### config.mk
export PLATFORM = sky130hd
export DESIGN_NAME = gaol_assoc_cell
export DESIGN_NICKNAME = d
export VERILOG_FILES = /design/src/gaol_pkg.sv /design/src/gaol_assoc_cell.sv
export SDC_FILE = /design/constraint.sdc
export NUM_CORES = 1
export LEC_CHECK = 0
export ABC_AREA = 1
export BUFFER_PORTS_ARGS = -buffer_cell sky130_fd_sc_hd__buf_2
export CAP_MARGIN = 15
export CORE_UTILIZATION = 40
export CTS_BUF_LIST = sky130_fd_sc_hd__clkbuf_16
export CTS_CLUSTER_DIAMETER = 50
export DETAILED_ROUTE_END_ITERATION = 16
export PLACE_DENSITY = 0.86
export SKIP_CTS_REPAIR_TIMING = 1
export SYNTH_ARGS = -nofsm -noshare
export SYNTH_HDL_FRONTEND = slang
export SYNTH_SLANG_ARGS = --single-unit
### constraint.sdc
create_clock -name clk -period 1.24 [get_ports clk]
set_input_delay 0.062 -clock clk [delete_from_list [all_inputs] [get_ports clk]]
set_output_delay 0.062 -clock clk [all_outputs]
set_load 0.05 [all_outputs]
### src/gaol_pkg.sv
// gaol_pkg: token type, operation codes and constants shared by the lookup cells
// and the top level. No dependencies.
package gaol_pkg;

    localparam logic [1:0] OP_WR_ADDR  = 2'd0;
    localparam logic [1:0] OP_WR_ASSOC = 2'd1;
    localparam logic [1:0] OP_FWD      = 2'd2;
    localparam logic [1:0] OP_REV      = 2'd3;

    localparam logic [7:0] NONE_OBJ = 8'hFF;
    localparam logic [7:0] NO_POS   = 8'hFE;

    // one query travelling along a chain of cells
    typedef struct packed {
        logic        vld;
        logic [1:0]  op;
        logic [5:0]  idx;
        logic [15:0] addr;
        logic [7:0]  obj;
        logic [7:0]  apos;
        logic [7:0]  pos;
        logic [7:0]  fobj;
        logic [15:0] faddr;
        logic        rev_ok;
    } gaol_token_t;

endpackage

### src/gaol_assoc_cell.sv
// gaol_assoc_cell: one association entry (position, object) plus one chain stage.
// Depends on gaol_pkg.
module gaol_assoc_cell
    import gaol_pkg::*;
#(
    parameter int INDEX = 0
)
(
    input  logic        clk,
    input  logic        rst_n,
    input  logic [6:0]  assoc_count,
    input  gaol_token_t tok_in,
    output gaol_token_t tok_out
);

    logic [15:0] entry_reg, entry_next;
    gaol_token_t tok_reg, tok_next;

    always_comb
    begin
        tok_next   = tok_in;
        entry_next = entry_reg;
        if (tok_in.vld)
        begin
            case (tok_in.op)
                OP_WR_ASSOC:
                begin
                    if ({2'b00, tok_in.idx} == 8'(INDEX))
                        entry_next = {tok_in.apos, tok_in.obj};
                end
                OP_FWD:
                begin
                    // first usable entry only
                    if (tok_in.pos != NONE_OBJ && tok_in.fobj == NONE_OBJ
                        && 8'(INDEX) < {1'b0, assoc_count}
                        && entry_reg[15:8] == tok_in.pos
                        && entry_reg[7:0] != NONE_OBJ)
                        tok_next.fobj = entry_reg[7:0];
                end
                OP_REV:
                begin
                    if (tok_in.obj == 8'(INDEX) && entry_reg[7:0] == tok_in.obj
                        && entry_reg[15:8] != NO_POS)
                    begin
                        tok_next.rev_ok = 1'b1;
                        tok_next.pos    = entry_reg[15:8];
                    end
                end
                default:
                begin
                end
            endcase
        end
    end

    always_ff @(posedge clk or negedge rst_n)
    begin
        if (!rst_n)
        begin
            entry_reg <= '0;
            tok_reg   <= '0;
        end
        else
        begin
            entry_reg <= entry_next;
            tok_reg   <= tok_next;
        end
    end

    assign tok_out = tok_reg;

endmodule

==> reports/summary.txt, run 1 <==
Outcome: complete, but fails checks
Failing checks: hold timing, setup timing
Syn nets: 376
Final instance area: 0.00528 sq mm
Ys flop type: dfrtp_1
Crit path DAT: 1.61 ns
Crit-path cells: nand2_1, o21ai_1, nor2_2, and2_1, nand3_4, nand2_1, nand2_1
Worst Reg-to-Reg Cells: 7
Register area: 0.00225 sq mm
Clock slew at reported path FFs: 0.06 ns
GRT Total Usage: 18.6%
Area of the multi-input gates: 820 sq um
Placement Rows: 32
Achievable Freq: 0.714 GHz
Max Slew Vio Count: 0
Clk Latency, worst-skew pair: 0.33 ns
Post-synth EDFFs: 0
GP Congestion: 0.826
PD cells: 1310 mW/mm^2
Total gr overflow: 0
Min Tclk post-route: 1.40 ns
Worst slew margin: 68.2%
Buf+Inv Stages, Crit Path: 0
DR vias: 2932
Sink Count: 90
Maximum buffer depth of the clock tree: 2
CP max FO: 8
Wire per inst: 13.5 um
Die H: 91.0 um
Max reg flops: 74
Syn avg cell area: 10.8 sq um
Starting density of the core: 41.2%
Fin worst setup slack: -0.161 ns
Share of layout cells above drive strength 1: 38.6%
Crit path top cell by count: nand2_1
Max IR drop VDD: 0.000800 V
Die X: 91.0 um
CTS buffer count: 9
Final HPWL from detailed placement: 5.35 mm
DRT Pass-1 Iters: 4
Post-Route Setup TNS: -2.00 ns
Crit share post-route: 113%
Largest net degree at the start of global routing: 91
Register area share after synthesis: 71.1%
Slowest-stage cell, CP: dfrtp_1
Initial antenna violation count: 0
# setup viols final: 17
Synth-to-layout area growth: 66.8%
DR vias/cell: 4.52
Cell count along the critical path: 7
DRC: 0
Power Total: 0.00690 W
Max cap viols: 0
First-pass GRT wire length: 11.8 mm
Hold WC Path Type: input port to flop
Hold_ws: -0.0104 ns
Synthesized cell area: 0.00317 sq mm
Critical Path Max Stage Delay: 0.43 ns
Core area: 0.00769 sq mm
Clk root buf: clkbuf_16
Post-layout util: 68.7%
Post-Synthesis Cells: 293
TritonCTS clock tree: built
Port buffer count: 156
NumNets Final: 626
Io pins: 157
Type of origin of the critical path: flop
Detailed Route Iter0 Violations: 101
Vias in the first global route: 2642
Leak: 2.77 nW
Placed cell areas: 0.00420 sq mm
Hold Vio Cnt, Final: 4
Least-Margin Pin Slew: 0.477 ns
Yosys cell types: 24
Worst EP required: 1.45 ns
WL final: 8.75 mm
Hold path depth: 3
Die ar.: 0.00827 sq mm
DRT antenna net count: 0
Crit. End Element: flop
Fin Clk Skew: 0.00285 ns
FF+latch count, synth: 90
Post-synth ARST share: 100%
Htree depth: 3
N_diodes: 0
RSZ-0062 raised after global routing: true
Family with the most delay on the worst path: simple AND/OR/NAND/NOR gates
Fillers: 589
WS Path Type: flop to flop
Synth Warn #: 0
==> through the flow <==
step	hold slack [ns]	instances	setup WS (ns)
6_report	-0.0104	649	-0.161
5_1_grt	0.00164	649	-0.265
4_1_cts	-0.213	575	-0.192
3_5_place_dp	0.137	560	-0.167
3_3_place_gp	0.129	560	-0.116
2_1_floorplan	-0.234	293	0.00349
==> worst paths after layout <==
path | from | end | slack [ns]
min reg2reg | entry_reg[3]$_DFFE_PN0P_ | entry_reg[3]$_DFFE_PN0P_ | 0.55
max reg2reg | entry_reg[1]$_DFFE_PN0P_ | tok_out[32]$_DFF_PN0_ | -0.16
min | tok_in[26] | tok_out[26]$_DFF_PN0_ | -0.01
min in group asynchronous | rst_n | tok_out[18]$_DFF_PN0_ | 0.29
max | entry_reg[1]$_DFFE_PN0P_ | tok_out[32]$_DFF_PN0_ | -0.16
max in group asynchronous | rst_n | entry_reg[3]$_DFFE_PN0P_ | 0.56
==> where the power goes <==
group	switching (W)	internal [W]	total (W)	leakage, nW
Clock	0.00105	0.00154	0.00259	0.144
Combinational	0.000761	0.000412	0.00117	1.54
Sequential	0.0000564	0.00308	0.00314	1.08
Total	0.00187	0.00503	0.00690	2.77
==> layout by cell type, fill, tap and decap left out, types with 3 or more instances in the layout <==
cell,n
clkbuf_16,9
buf_4,12
inv_2,3
buf_2,155
nor2_4,3
dfrtp_1,90
buf_12,5
nor2_2,4
nand2_1,84
nand2_2,11
inv_1,35
o21ai_1,18
nor2_1,17
dlygate4sd3_1,69
nand4_1,12
==> worst reg2reg max path, cell delays in order, from the launching register on <==
cell and delay, ns:
dfrtp_1 0.43, nand2_1 0.10, o21ai_1 0.08, nor2_2 0.15, and2_1 0.20, nand3_4 0.14, nand2_1 0.11, nand2_1 0.08
==> cell usage after synthesis (2+ instances only) <==
master   instances  area, sq um
nand2_1         94          353
dfrtp_1         90         2250
inv_1           34          128
nor2_1          19         71.3
o21ai_1         17         85.1
nand4_1         12         75.1
buf_2            3         15.0
inv_2            3         11.3
nand3_1          3         15.0
nor2_2           2         12.5
nor2_4           2         22.5
xnor2_1          2         17.5
==> routing by layer <==
| layer | wire length (um) | track usage, % | share of wire, % |
|---|---|---|---|
| met5 | 0 | 0 | 0 |
| met4 | 136 | 8.73 | 1.6 |
| met3 | 509 | 3.27 | 5.8 |
| met2 | 4730 | 32.1 | 54 |
| met1 | 3370 | 22.5 | 39 |
==> logic make-up after synthesis <==
group	after synthesis	share of synthesized area [%]
compound gates	18	2.85
xor+xnor	3	0.830
buf+inv	40	4.86
flops	90	71.1
simple gates	142	20.3
==> final cells by class <==
class | count | share of cell area [%]
timing repair buffer | 241 | 31.4
tap | 102 | 2.42
sequential | 90 | 42.7
clock buffer | 9 | 4.27
inverter | 37 | 2.63
multi-input combinational | 164 | 15.5
clock inverter | 6 | 1.14
Note: power is estimated with default switching activity, not from simulation.
==> inputs of run 2 (changes only) <==
Settings changed: CORE_UTILIZATION 40 to 41, PLACE_DENSITY 0.86 to 0.88.
==> run 2 against run 1 <==
Effect of this change:
- the run still ends with hold timing, setup timing left
- power rose by 4.0%
- register-to-register slack worse by 0.06 ns
- hold slack worse by 0.015 ns
- non-clock buffer count rose by 4
- design area grew 0.92%
- critical path depth did not move
- wire length grew 5.5%
- maximum frequency fell by 4.1%
- first-iteration DRC count up 100%
- global-route usage is 0.69 points higher
- critical path type unchanged
- largest power group unchanged
==> reports/summary.txt, run 2 (synthesis results as in run 1) <==
Power Total: 0.00718 W (+4.0%)
Crit. End Element: flop
Hold WC Path Type: input port to flop
Htree depth: 3 (unchanged)
Vias in the first global route: 2613 (-1.1%)
Fin Clk Skew: 0.00736 ns (+0.00451 ns)
RSZ-0062 raised after global routing: true
Crit share post-route: 118% (+4.8 points)
Commonest non-fill, non-tap cell in the layout: buf_2
Port buffer count: 156 (unchanged)
Crit-path cells: nor2_2, nand2_1, nor3_4, inv_2, nor2_4, nand2_1, nand2_1
Outcome: complete, but fails checks
Synth-to-layout area growth: 68.3%
Slowest-stage cell, CP: dfrtp_1
Sequential Power Share: 43.8% (-1.7 points)
Leak: 2.80 nW (+1.1%)
Hold Vio Cnt, Final: 3 (-1)
GRT Total Usage: 19.3% (+0.69 points)
Placement Rows: 31 (-3.1%)
Worst slew margin: 69.8% (+1.6 points)
Clock slew at reported path FFs: 0.06 ns (about the same)
Post-layout util: 72.3% (+3.6 points)
Max Slew Vio Count: 0 (unchanged)
DRC: 0 (unchanged)
CTS buffer count: 9 (unchanged)
Max cap viols: 0 (unchanged)
CP max FO: 5 (-3)
Fillers: 510 (-13%)
Highest-count cells in the layout ignoring fill and taps: buf_2 (155), dfrtp_1 (88), nand2_1 (80)
Sink Count: 90 (unchanged)
Crit path top cell by count: nand2_1
Crit path DAT: 1.73 ns (+0.12 ns)
Detailed Route Iter0 Violations: 205 (+100%)
Core area: 0.00737 sq mm (-4.1%)
Wire per inst: 14.2 um (+5.2%)
Die ar.: 0.00808 sq mm (-2.4%)
DR vias: 3047 (+3.9%)
DRT antenna net count: 0 (unchanged)
Min Tclk post-route: 1.46 ns (+0.0600 ns)
Least-Margin Pin Slew: 0.454 ns (-0.0233 ns)
Fin worst setup slack: -0.221 ns (-0.0600 ns)
# setup viols final: 17 (unchanged)
Internal power: 0.00526 W (+4.6%)
Starting density of the core: 43.0% (+1.8 points)
Clk root buf: clkbuf_16
Maximum buffer depth of the clock tree: 2 (unchanged)
Critical Path Max Stage Delay: 0.43 ns (about the same)
Max IR drop VDD: 0.000846 V (+5.8%)
Achievable Freq: 0.685 GHz (-4.1%)
PD cells: 1350 mW/mm^2 (+3.1%)
N_diodes: 0 (unchanged)
Die X: 89.9 um (-1.2%)
Failing checks: hold timing, setup timing
Pre-CTS setup slack: -0.189 ns (-0.0219 ns)
Clk Latency, worst-skew pair: 0.33 ns (about the same)
Io pins: 157 (unchanged)
Initial antenna violation count: 0 (unchanged)
Total gr overflow: 0 (unchanged)
WS Path Type: flop to flop
Clock power frac: 39.6% (+2.1 points)
GP Congestion: 0.920 (+11%)
Die H: 89.9 um (-1.2%)
Share of layout cells above drive strength 1: 40.9% (+2.4 points)
Worst EP required: 1.51 ns (+0.06 ns)
TritonCTS clock tree: built
DRT Pass-1 Iters: 4 (unchanged)
Max reg flops: 74 (unchanged)
Largest net degree at the start of global routing: 91 (unchanged)
NumNets Final: 630 (+0.64%)
Sw Pwr: 0.00192 W (+2.6%)
Type of origin of the critical path: flop
First-pass GRT wire length: 12.0 mm (+1.2%)
WL final: 9.23 mm (+5.5%)
Hold_ws: -0.0258 ns (-0.0154 ns)
Final HPWL from detailed placement: 5.68 mm (+6.2%)
DR vias/cell: 4.68 (+3.6%)
Comb pwr share: 16.6% (-0.4 points)
Switching Share: 26.7% (-0.37 points)
[run 2: cell types whose count changed in the layout (fill, tap and decap cells not counted), moves of 2 or more]
cell,previous run,this run
buf_12,5,2
buf_4,12,18
buf_6,0,2
dfrtp_1,90,88
dfrtp_2,0,2
nand2_1,84,80
nand2_2,11,15
[run 2: area by class of cell]
class	count	area [sq um]	area share, %
multi-input combinational	164	838	15.7
clock buffer	9	225	4.23
sequential	90	2250	42.3
clock inverter	7	93.8	1.76
tap	99	124	2.32
timing repair buffer	245	1650	31.0
inverter	37	139	2.61
[run 2: worst paths after layout]
kind / startpoint / to / slack, ns / cells past startpoint
worst min register to register: entry_reg[4]$_DFFE_PN0P_ / entry_reg[4]$_DFFE_PN0P_ / 0.53 / 2
max in group asynchronous: rst_n / entry_reg[13]$_DFFE_PN0P_ / 0.57 / 3
worst max-delay path: entry_reg[7]$_DFFE_PN0P_ / tok_out[26]$_DFF_PN0_ / -0.22 / 7
worst min-delay path: tok_in[30] / tok_out[30]$_DFF_PN0_ / -0.03 / 3
worst max register to register: entry_reg[7]$_DFFE_PN0P_ / tok_out[26]$_DFF_PN0_ / -0.22 / 7
min in group asynchronous: rst_n / tok_out[11]$_DFF_PN0_ / 0.29 / 3
[run 2: layer usage]
layer / vias to the layer above / wire length [um] / track usage (%)
li1: 1414 / - / -
met1: 1435 / 3390 / 22.6
met2: 153 / 4780 / 31.9
met3: 45 / 640 / 4.82
met4: 0 / 421 / 12.0
met5: - / 0 / 0
[run 2: worst max-delay path: cells and delay by family, from the launching register on]
kind                   cells  cell delay (ns)
buffers and inverters      1             0.11
DFF                        1             0.43
and+or+nand+nor            6             0.85
[run 2: per-stage QoR]
step | TNS [ns] | hold slack [ns] | cells | area [sq um]
after CTS | -2.34 | -0.231 | 574 | 4500
after global routing | -3.74 | -0.000603 | 651 | 5330
after global placement | -0.650 | 0.127 | 558 | 4180
after detailed placement | -1.93 | 0.132 | 558 | 4180
final | -2.66 | -0.0258 | 651 | 5330
after floorplan | 0 | -0.234 | 293 | 3170
[run 2: power groups by stage]
stage               clock [W]  sequential, W  combinational, W
floorplan                   0        0.00364          0.000121
global placement            0        0.00319          0.000956
detailed placement          0        0.00320          0.000975
CTS                   0.00292        0.00314          0.000979
global route          0.00300        0.00316           0.00126
finish                0.00284        0.00315           0.00119
