$ cat src/gaol_pkg.sv
// gaol_pkg: token type, operation codes and constants shared by the lookup cells
// and the top level. No dependencies.
package gaol_pkg;

    localparam logic [1:0] OP_WR_ADDR  = 2'd0;
    localparam logic [1:0] OP_WR_ASSOC = 2'd1;
    localparam logic [1:0] OP_FWD      = 2'd2;
    localparam logic [1:0] OP_REV      = 2'd3;

    localparam logic [7:0] NONE_OBJ = 8'hFF;
    localparam logic [7:0] NO_POS   = 8'hFE;

    // one query travelling along a chain of cells
    typedef struct packed {
        logic        vld;
        logic [1:0]  op;
        logic [5:0]  idx;
        logic [15:0] addr;
        logic [7:0]  obj;
        logic [7:0]  apos;
        logic [7:0]  pos;
        logic [7:0]  fobj;
        logic [15:0] faddr;
        logic        rev_ok;
    } gaol_token_t;

endpackage

$ cat src/gaol_addr_cell.sv
// gaol_addr_cell: one address table entry plus one stage of the query chain.
// Depends on gaol_pkg.
module gaol_addr_cell
    import gaol_pkg::*;
#(
    parameter int INDEX = 0
)
(
    input  logic        clk,
    input  logic        rst_n,
    input  logic [5:0]  group_count,
    input  gaol_token_t tok_in,
    output gaol_token_t tok_out
);

    logic [15:0] entry_reg, entry_next;
    gaol_token_t tok_reg, tok_next;

    always_comb
    begin
        tok_next   = tok_in;
        entry_next = entry_reg;
        if (tok_in.vld)
        begin
            case (tok_in.op)
                OP_WR_ADDR:
                begin
                    if ({2'b00, tok_in.idx} == 8'(INDEX))
                        entry_next = tok_in.addr;
                end
                OP_FWD:
                begin
                    // later cells override, so the last match wins
                    if (INDEX >= 1 && 8'(INDEX) <= {2'b00, group_count}
                        && entry_reg == tok_in.addr)
                        tok_next.pos = 8'(INDEX);
                end
                OP_REV:
                begin
                    if (tok_in.rev_ok && tok_in.pos == 8'(INDEX))
                        tok_next.faddr = entry_reg;
                end
                default:
                begin
                end
            endcase
        end
    end

    always_ff @(posedge clk or negedge rst_n)
    begin
        if (!rst_n)
        begin
            entry_reg <= '0;
            tok_reg   <= '0;
        end
        else
        begin
            entry_reg <= entry_next;
            tok_reg   <= tok_next;
        end
    end

    assign tok_out = tok_reg;

endmodule

$ cat config.mk
export PLATFORM = sky130hd
export DESIGN_NAME = gaol_addr_cell
export DESIGN_NICKNAME = d
export VERILOG_FILES = /design/src/gaol_pkg.sv /design/src/gaol_addr_cell.sv
export SDC_FILE = /design/constraint.sdc
export NUM_CORES = 1
export LEC_CHECK = 0
export BUFFER_PORTS_ARGS = -buffer_cell sky130_fd_sc_hd__buf_2
export CORE_MARGIN = 4
export CORE_UTILIZATION = 43
export DETAILED_ROUTE_END_ITERATION = 8
export PLACE_DENSITY = 0.82
export SLEW_MARGIN = 25
export SYNTH_ARGS = -nofsm -noshare
export SYNTH_HDL_FRONTEND = slang
export SYNTH_SLANG_ARGS = --single-unit
$ cat constraint.sdc
create_clock -name clk -period 0.9 [get_ports clk]
set_clock_uncertainty 0.1 [all_clocks]
set_input_delay 0.18 -clock clk [delete_from_list [all_inputs] [get_ports clk]]
set_output_delay 0.18 -clock clk [all_outputs]
set_load 0.01 [all_outputs]
==> results of run 1 <==
-- power groups by stage --
stage | sequential (mW) | clock, mW | combinational, mW
after global placement | 4.37 | 0 | 0.682
final | 4.32 | 2.72 | 0.978
after detailed placement | 4.38 | 0 | 0.707
after floorplan | 4.47 | 0 | 0.108
after CTS | 4.30 | 2.79 | 0.936
after global routing | 4.34 | 2.97 | 1.06
-- final cells by class --
class | instances | area [µm²] | area share (%)
clock buffer | 9 | 124 | 2.62
clock inverter | 7 | 78.8 | 1.67
multi-input combinational | 40 | 556 | 11.7
sequential | 90 | 2250 | 47.6
tap | 77 | 96.3 | 2.04
timing repair buffer | 215 | 1620 | 34.3
-- per-layer routing --
layer	global-route usage [%]	vias up	wire length (µm)	share of wire, %
met4	6.46	0	86	1.2
li1	-	896	-	-
met2	33.9	108	3870	53
met1	19.2	979	2500	34
met3	6.80	10	893	12
met5	0	-	0	0
-- timing repair --
action                     4_1_cts  5_1_grt
resized for setup               21       16
hold endpoints to repair       180       16
pin swaps                        0        1
setup endpoints to repair      106      106
-- synthesized netlist by cell type --
| cell type | number |
|---|---|
| nor4_4 | 1 |
| dfrtp_1 | 90 |
| and4bb_2 | 1 |
| nand4_4 | 1 |
| buf_6 | 2 |
| nor4b_2 | 2 |
| nand3_2 | 1 |
| mux2_4 | 20 |
| nor2_1 | 2 |
| mux2_2 | 12 |
-- cell families after synthesis --
| group | after synthesis | share of synthesized area [%] |
|---|---|---|
| muxes | 32 | 15.5 |
| and+or+nand+nor | 8 | 3.65 |
| DFF | 90 | 80.1 |
| buffers and inverters | 2 | 0.801 |
-- through the flow --
| step | instances | power (mW) | instance area, µm² | utilization, % | setup WS (ps) |
|---|---|---|---|---|---|
| 3_3_place_gp | 363 | 5.06 | 3750 | 59.1 | -542 |
| 2_1_floorplan | 132 | 4.58 | 2830 | - | -447 |
| 4_1_cts | 438 | 8.03 | 4630 | 72.9 | -271 |
| 5_1_grt | 438 | 8.37 | 4730 | 74.5 | -293 |
| 3_5_place_dp | 363 | 5.09 | 3750 | 59.1 | -561 |
| 6_report | 438 | 8.02 | 4730 | 74.5 | -253 |
-- worst paths after layout --
path                                                  to  slack, ps  cells after the start
max in group asynchronous          tok_out[55]$_DFF_PN0_        190                      3
worst max-delay path                         tok_out[34]       -250                      1
worst max register to register      tok_out[6]$_DFF_PN0_         10                      1
worst min register to register  entry_reg[3]$_DFFE_PN0P_        420                      1
min in group asynchronous          tok_out[18]$_DFF_PN0_         70                      2
worst min-delay path               tok_out[14]$_DFF_PN0_        -40                      2
==> out/summary.txt, run 1 <==
Clock Path Buffers: 2
Pin count of the biggest net entering global routing: 39
Area contributors post-synth: dfrtp_1 (80%), mux2_4 (11%), mux2_2 (4.8%)
Critical path, cell by cell: buf_2
Clk Tree Root Cell: clkbuf_8
DIE WIDTH: 88.9 µm
Clock sinks: 90
Clock-pin slew on the worst setup and hold paths: 90 ps
Worst Setup End Kind: output pin
Largest stage delay on the critical path: 390 ps
Vias per cell: 4.55
Fmax: 0.867 GHz
Slew margin rel.: 83.5%
NetSw: 1.88 mW
Worst-Skew Late Latency: 340 ps
Post-synth design cell area: 2810 µm²
Hold_ws: -36.5 ps
Post-DP HPWL: 4640 µm
Failing checks: negative hold slack, negative setup slack
Peak VDD IR: 1150 µV
Routed Antenna Nets: 0
Maxcap violations: 0
CTS Buf Count: 9
All-Layer GR Usage: 18.4%
Initial Util: 44.3%
Commonest non-fill, non-tap cell in the layout: buf_2
Number of setup buffers added after CTS: 0
Nets@finish: 438
Layout cell share with drive strength beyond 1: 58.2%
Slew Limit Fails: 0
Setup TNS: -20,670 ps
Sequential area share after synthesis: 80.1%
TritonRoute pass-1 iters: 4
RD Place Congestion: 0.733
Final hold vios: 16
Pint: 6.14 mW
Setup-failing EPs final: 106
Final min period: 1150 ps
Diode count: 0
Delay-heaviest family, CP: flip-flops
Crit-path max FO: 1
Share of the synthesized area in the top cell type: 80.1%
Tcrit/Tclk final: 128%
Critical path data arrival time: 870 ps
Vias: 1,993
Mapped Cells: 132
Number of global-route vias before repair: 2,232
RSZ-0062 raised after global routing: true
Worst Path Required: 620 ps
Cell variety after synth: 10
Worst r2r src: entry_reg[5]$_DFFE_PN0P_
Die H: 88.9 µm
Crit path buf inv count: 1
Die footprint: 7900 µm²
Net Count, Synth: 214
First-pass GRT wire length: 10,700 µm
WL final: 7350 µm
Min setup slack post-route: -253 ps
Worst setup path start: tok_out[34]$_DFF_PN0_
Syn Area/Cell: 21.3 µm²
Max H-tree Level: 3
Num ports: 156
Yosys Warn Count: 0
GRT Residual Overflow: 0
Gate power share: 12.2%
CTS tree: yes
Row cnt: 29
Switching portion of total power: 23.5%
Most frequent cells in the layout: buf_2 (119), dfrtp_1 (90), dlygate4sd3_1 (59)
Number of flip-flops in the largest register: 74
Startpoint Class: flop
Port-buffer cells: 149
Slowest-stage cell, CP: dfrtp_1
Hold path start: tok_in[14]
Hold Crit Class: input pin to flop
Area leader, netlist: dfrtp_1
Share of power burned in registers: 53.8%
Status: finished with violations
DRT iter0 DRCs: 31
DRC: 0
Initial antenna violation count: 0
Post-CTS Hold Fix Bufs: 59
Core area: 6350 µm²
Leak Pwr: 2.42 nW
Fillcell total: 383
Part of the power in the clock network: 34.0%
Power per cell area: 1700 nW/µm²
Drt wl/cell: 16.8 µm
Area Overhead vs Synth: 68.1%
Worst Setup Path Type: flop to output pin
Worst Tran Pin Value: 245 ps
Register bit count reported by yosys: 90
(Power assumes the default switching activity.)
==> run 2: changes to the inputs <==
--- a/config.mk
+++ b/config.mk
@@ -5,7 +5,7 @@
 export SDC_FILE = /design/constraint.sdc
 export NUM_CORES = 1
 export LEC_CHECK = 0
-export BUFFER_PORTS_ARGS = -buffer_cell sky130_fd_sc_hd__buf_2
+export BUFFER_PORTS_ARGS = -buffer_cell sky130_fd_sc_hd__clkbuf_2
 export CORE_MARGIN = 4
 export CORE_UTILIZATION = 43
 export DETAILED_ROUTE_END_ITERATION = 8
==> out/summary.txt, run 2 (same netlist as run 1, synthesis figures left out) <==
Commonest non-fill, non-tap cell in the layout: clkbuf_2
Maxcap violations: 0 (unchanged)
Final min period: 1150 ps (-6.20 ps)
RSZ-0062 raised after global routing: true
Pint: 6.94 mW (+13%)
RD Place Congestion: 0.737 (+0.56%)
Peak VDD IR: 1750 µV (+52%)
Switching portion of total power: 21.4% (-2.0 points)
Clock sinks: 90 (unchanged)
CTS tree: yes
Pin count of the biggest net entering global routing: 69 (+77%)
Critical path data arrival time: 870 ps (about the same)
Core area: 6350 µm² (unchanged)
Tcrit/Tclk final: 127% (-0.69 points)
Vias: 1,981 (-0.60%)
Slowest-stage cell, CP: dfrtp_1
Largest stage delay on the critical path: 390 ps (about the same)
Number of global-route vias before repair: 2,254 (+0.99%)
Num ports: 156 (unchanged)
R2r endpoint: tok_out[9]$_DFF_PN0_
Worst Reg-to-Reg Cells: 1 (unchanged)
Placed cells: 363 (unchanged)
Hold_ws: -32.6 ps (+3.91 ps)
Die H: 88.9 µm (unchanged)
Worst Tran Pin Value: 350 ps (+105 ps)
Layout cell share with drive strength beyond 1: 57.4% (-0.79 points)
Slew Limit Fails: 0 (unchanged)
Setup-failing EPs final: 106 (unchanged)
WL final: 7150 µm (-2.8%)
Critical path, cell by cell: clkbuf_2
Clock Path Buffers: 2 (unchanged)
Worst Setup Path Type: flop to output pin
Startpoint Class: flop
Worst r2r src: entry_reg[8]$_DFFE_PN0P_
NetSw: 1.89 mW (+0.52%)
Met2 Use GR: 33.1% (-0.81 points)
Hold Crit Class: input pin to flop
Die footprint: 7900 µm² (unchanged)
Worst hold path stage count: 2 (unchanged)
Hold EP: tok_out[8]$_DFF_PN0_
Status: finished with violations
Clock-pin slew on the worst setup and hold paths: 90 ps (about the same)
Initial Util: 44.3% (unchanged)
Busiest layer in global routing: met2
Routed Antenna Nets: 0 (unchanged)
Min setup slack post-route: -247 ps (+6.20 ps)
CTS Buf Count: 9 (unchanged)
DRT iter0 DRCs: 50 (+61%)
Worst-Skew Late Latency: 340 ps (about the same)
Delay-heaviest family, CP: flip-flops
DIE WIDTH: 88.9 µm (unchanged)
Flop2flop setup slack: 20 ps (about the same)
Crit path buf inv count: 1 (unchanged)
Vias per cell: 4.47 (-1.7%)
Gate power share: 10.5% (-1.7 points)
Diode count: 0 (unchanged)
Number of flip-flops in the largest register: 74 (unchanged)
Leak Pwr: 2.46 nW (+1.7%)
Clk Tree Root Cell: clkbuf_8
Row cnt: 29 (unchanged)
First-pass GRT wire length: 11,000 µm (+2.8%)
Met1 usage: 20.3% (+1.1 points)
Post-DP HPWL: 4590 µm (-1.0%)
Port-buffer cells: 149 (unchanged)
Fmax: 0.872 GHz (+0.54%)
Most frequent cells in the layout: clkbuf_2 (134), dfrtp_1 (90), dlygate4sd3_1 (64)
Share of power burned in registers: 48.9% (-4.9 points)
Worst Setup End Kind: output pin
Failing checks: negative hold slack, negative setup slack
Fillcell total: 395 (+3.1%)
Crit-path max FO: 1 (unchanged)
All-Layer GR Usage: 19.0% (+0.51 points)
M3 GR Usage: 8.10% (+1.3 points)
Initial antenna violation count: 0 (unchanged)
Drt wl/cell: 16.1 µm (-3.9%)
GRT Residual Overflow: 0 (unchanged)
Power per cell area: 1870 nW/µm² (+11%)
Final hold vios: 11 (-5)
TritonRoute pass-1 iters: 2 (-2)
Nets@finish: 443 (+1.1%)
Slew margin rel.: 76.7% (-6.9 points)
Hold path start: tok_in[8]
DRC: 0 (unchanged)
Part of the power in the clock network: 40.7% (+6.7 points)
Non-Filler Instances: 443 (+1.1%)
Area Overhead vs Synth: 67.4%
Worst Path Required: 620 ps (about the same)
Max H-tree Level: 3 (unchanged)
==> run 2: cell types whose count changed in the layout (fill, tap and decap cells not counted), moves of 2 or more <==
| cell | previous run | this run |
|---|---|---|
| clkinvlp_4 | 2 | 0 |
| inv_6 | 0 | 3 |
| buf_6 | 29 | 6 |
| bufinv_16 | 1 | 4 |
| buf_2 | 119 | 6 |
| clkinv_4 | 2 | 0 |
| dlygate4sd3_1 | 59 | 64 |
| clkbuf_2 | 0 | 134 |
==> run 2: power groups by stage <==
stage / registers, mW / clock network [mW] / logic [mW]
final: 4.31 / 3.59 / 0.926
after global routing: 4.34 / 3.87 / 1.01
after CTS: 4.31 / 3.67 / 0.912
after detailed placement: 4.39 / 0 / 0.693
after global placement: 4.38 / 0 / 0.672
after floorplan: 4.47 / 0 / 0.108
==> run 2: layout make-up <==
type                       instances  area, µm²  share of cell area [%]
tap                               77       96.3                    2.05
clock buffer                       9        124                    2.63
sequential                        90       2250                    47.8
clock inverter                     7        146                    3.11
timing repair buffer             220       1540                    32.6
multi-input combinational         40        556                    11.8
==> run 2: timing repair <==
action / in CTS / in global routing
gates resized for setup: 2 / 21
endpoints found under the hold margin: 180 / 12
pin swaps: 0 / 2
buffers inserted: 0 / 0
hold buffers: 63 / 1
endpoints found under the setup margin: 106 / 106
gates cloned: 0 / 0
==> run 2: how the worst max path moves through the flow <==
| stage | from | endpoint | depth (start not counted) |
|---|---|---|---|
| 2_1_floorplan | tok_in[66] | entry_reg[10]$_DFFE_PN0P_ | 4 |
| 3_3_place_gp | tok_in[66] | entry_reg[14]$_DFFE_PN0P_ | 5 |
| 6_report | tok_out[39]$_DFF_PN0_ | tok_out[39] | 1 |
| 3_5_place_dp | tok_in[66] | entry_reg[8]$_DFFE_PN0P_ | 5 |
| 5_1_grt | tok_out[45]$_DFF_PN0_ | tok_out[45] | 1 |
| 4_1_cts | tok_out[66]$_DFF_PN0_ | tok_out[66] | 1 |
==> run 2: per-stage QoR <==
| stage | TNS [ps] | instance area [µm²] | worst slack [ps] | utilization, % | power, mW |
|---|---|---|---|---|---|
| after floorplan | -12000 | 2830 | -447 | - | 4.58 |
| after global placement | -16100 | 3740 | -533 | 58.9 | 5.05 |
| after detailed placement | -16710 | 3740 | -562 | 58.9 | 5.08 |
| after CTS | -22130 | 4660 | -275 | 73.4 | 8.89 |
| after global routing | -25080 | 4710 | -291 | 74.2 | 9.21 |
| final | -20710 | 4710 | -247 | 74.2 | 8.83 |
==> run 2: per-layer routing <==
metal | wire length (µm) | share of wire, % | vias up
li1 | - | - | 909
met4 | 67 | 0.94 | 0
met2 | 3640 | 51 | 105
met3 | 934 | 13 | 7
met5 | 0 | 0 | -
met1 | 2500 | 35 | 960
==> run 3: changes to the inputs <==
--- a/config.mk
+++ b/config.mk
@@ -10,6 +10,7 @@
 export CORE_UTILIZATION = 43
 export DETAILED_ROUTE_END_ITERATION = 8
 export PLACE_DENSITY = 0.82
+export RECOVER_POWER = 25
 export SLEW_MARGIN = 25
 export SYNTH_ARGS = -nofsm -noshare
 export SYNTH_HDL_FRONTEND = slang
==> out/summary.txt, run 3 (same netlist as run 1, synthesis figures left out) <==
Worst Setup Path Type: flop to output pin
Most frequent cells in the layout: clkbuf_2 (130), dfrtp_1 (90), dlygate4sd3_1 (64)
Largest stage delay on the critical path: 390 ps (about the same)
CTS tree: yes
Final hold vios: 11 (unchanged)
Register area: 2250 µm² (unchanged)
Cell Area, Placed: 3740 µm² (unchanged)
Post-DP HPWL: 4590 µm (unchanged)
Slowest-stage cell, CP: dfrtp_1
Die H: 88.9 µm (unchanged)
Setup-failing EPs final: 106 (unchanged)
Hold Crit Class: input pin to flop
Fmax: 0.872 GHz (about the same)
Layout cell share with drive strength beyond 1: 56.0% (-1.4 points)
Final Cell Area: 4690 µm² (-0.35%)
RD Place Congestion: 0.737 (unchanged)
Final min period: 1150 ps (+0.164 ps)
Pin count of the biggest net entering global routing: 69 (unchanged)
Die footprint: 7900 µm² (unchanged)
Clock sinks: 90 (unchanged)
DRC: 0 (unchanged)
Tcrit/Tclk final: 127% (about the same)
Crit path buf inv count: 1 (unchanged)
Min setup slack post-route: -247 ps (-0.164 ps)
Nets@finish: 443 (unchanged)
Slew margin rel.: 76.7% (about the same)
Switching portion of total power: 21.4% (about the same)
Status: finished with violations
NetSw: 1.89 mW (about the same)
Drt wl/cell: 16.1 µm (about the same)
Multi-input gate area: 556 µm² (unchanged)
Number of stages on the worst setup path: 1 (unchanged)
CTS Buf Count: 9 (unchanged)
Final core occ: 73.9% (-0.26 points)
Hold EP: tok_out[8]$_DFF_PN0_
Power per cell area: 1880 nW/µm² (+0.26%)
Diode count: 0 (unchanged)
Pint: 6.93 mW (-0.11%)
RSZ-0062 raised after global routing: true
Clk Tree Root Cell: clkbuf_8
TritonRoute pass-1 iters: 2 (unchanged)
Leak Pwr: 2.44 nW (-0.74%)
Part of the power in the clock network: 40.7% (about the same)
Area Overhead vs Synth: 66.9%
Worst hold path stage count: 2 (unchanged)
Number of global-route vias before repair: 2,254 (unchanged)
Flop2flop setup slack: 20 ps (about the same)
DRT iter0 DRCs: 50 (unchanged)
DIE WIDTH: 88.9 µm (unchanged)
Critical path data arrival time: 870 ps (about the same)
Worst Reg-to-Reg Cells: 1 (unchanged)
Worst Path Required: 620 ps (about the same)
WL final: 7150 µm (about the same)
Clock Path Buffers: 2 (unchanged)
Core area: 6350 µm² (unchanged)
Worst Setup End Kind: output pin
Vias: 1,979 (-0.10%)
Failing checks: negative hold slack, negative setup slack
Share of power burned in registers: 48.9% (about the same)
Hold_ws: -32.6 ps (unchanged)
Delay-heaviest family, CP: flip-flops
Worst Tran Pin Value: 350 ps (+0.0362 ps)
Vias per cell: 4.47 (-0.10%)
Dpl ws: -562 ps (unchanged)
Fillcell total: 400 (+1.3%)
Gate power share: 10.4% (about the same)
Clock-pin slew on the worst setup and hold paths: 90 ps (about the same)
GRT Residual Overflow: 0 (unchanged)
R2r endpoint: tok_out[9]$_DFF_PN0_
Max H-tree Level: 3 (unchanged)
Number of flip-flops in the largest register: 74 (unchanged)
Maxcap violations: 0 (unchanged)
Placed cells: 363 (unchanged)
Initial Util: 44.3% (unchanged)
Row cnt: 29 (unchanged)
Num ports: 156 (unchanged)
Slew Limit Fails: 0 (unchanged)
Routed Antenna Nets: 0 (unchanged)
Commonest non-fill, non-tap cell in the layout: clkbuf_2
Peak VDD IR: 1750 µV (unchanged)
Port-buffer cells: 149 (unchanged)
First-pass GRT wire length: 11,000 µm (unchanged)
Hold path start: tok_in[8]
Worst-Skew Late Latency: 340 ps (about the same)
Critical path, cell by cell: clkbuf_2
Worst r2r src: entry_reg[8]$_DFFE_PN0P_
Crit-path max FO: 1 (unchanged)
All-Layer GR Usage: 19.0% (unchanged)
Initial antenna violation count: 0 (unchanged)
Startpoint Class: flop
Non-Filler Instances: 443 (unchanged)
run 3: cell types whose count changed in the layout (fill, tap and decap cells not counted):
cell      change
clkbuf_1      +5
clkbuf_2      -4
buf_8         -1
run 3: per-stage QoR:
step	total power [mW]	hold WS (ps)	setup TNS [ps]
floorplan	4.58	-216	-12000
global placement	5.05	85.9	-16100
detailed placement	5.08	94.4	-16710
CTS	8.89	-58.4	-22130
global route	9.20	-54.0	-25480
finish	8.82	-32.6	-21110
run 3: how the worst max path moves through the flow:
stage	start	to	slack, ps
5_1_grt	tok_out[45]$_DFF_PN0_	tok_out[45]	-290
4_1_cts	tok_out[66]$_DFF_PN0_	tok_out[66]	-270
6_report	tok_out[39]$_DFF_PN0_	tok_out[39]	-250
2_1_floorplan	tok_in[66]	entry_reg[10]$_DFFE_PN0P_	-450
3_3_place_gp	tok_in[66]	entry_reg[14]$_DFFE_PN0P_	-530
3_5_place_dp	tok_in[66]	entry_reg[8]$_DFFE_PN0P_	-560
run 3: cell type report:
cell class | instances | area share [%]
tap | 77 | 2.05
multi-input combinational | 40 | 11.8
clock inverter | 7 | 3.12
clock buffer | 9 | 2.64
timing repair buffer | 220 | 32.4
sequential | 90 | 48.0
run 3: routing by layer:
metal	vias up	GRT usage [%]	share of wire, %
li1	909	-	-
met1	958	20.3	35
met2	105	33.1	51
met3	7	8.10	13
met4	0	7.28	0.94
met5	-	0	0
run 3: power groups by stage:
| stage | logic [mW] | registers, mW | clock network (mW) |
|---|---|---|---|
| 2_1_floorplan | 0.108 | 4.47 | 0 |
| 5_1_grt | 1.00 | 4.34 | 3.87 |
| 3_5_place_dp | 0.693 | 4.39 | 0 |
| 4_1_cts | 0.912 | 4.31 | 3.67 |
| 6_report | 0.918 | 4.31 | 3.59 |
| 3_3_place_gp | 0.672 | 4.38 | 0 |
run 3: repair_timing:
item / in CTS / in global routing
setup buffers: 0 / 0
endpoints found under the hold margin: 180 / 12
pin swaps: 0 / 2
gates resized for setup: 2 / 21
endpoints found under the setup margin: 106 / 106
hold buffers: 63 / 1
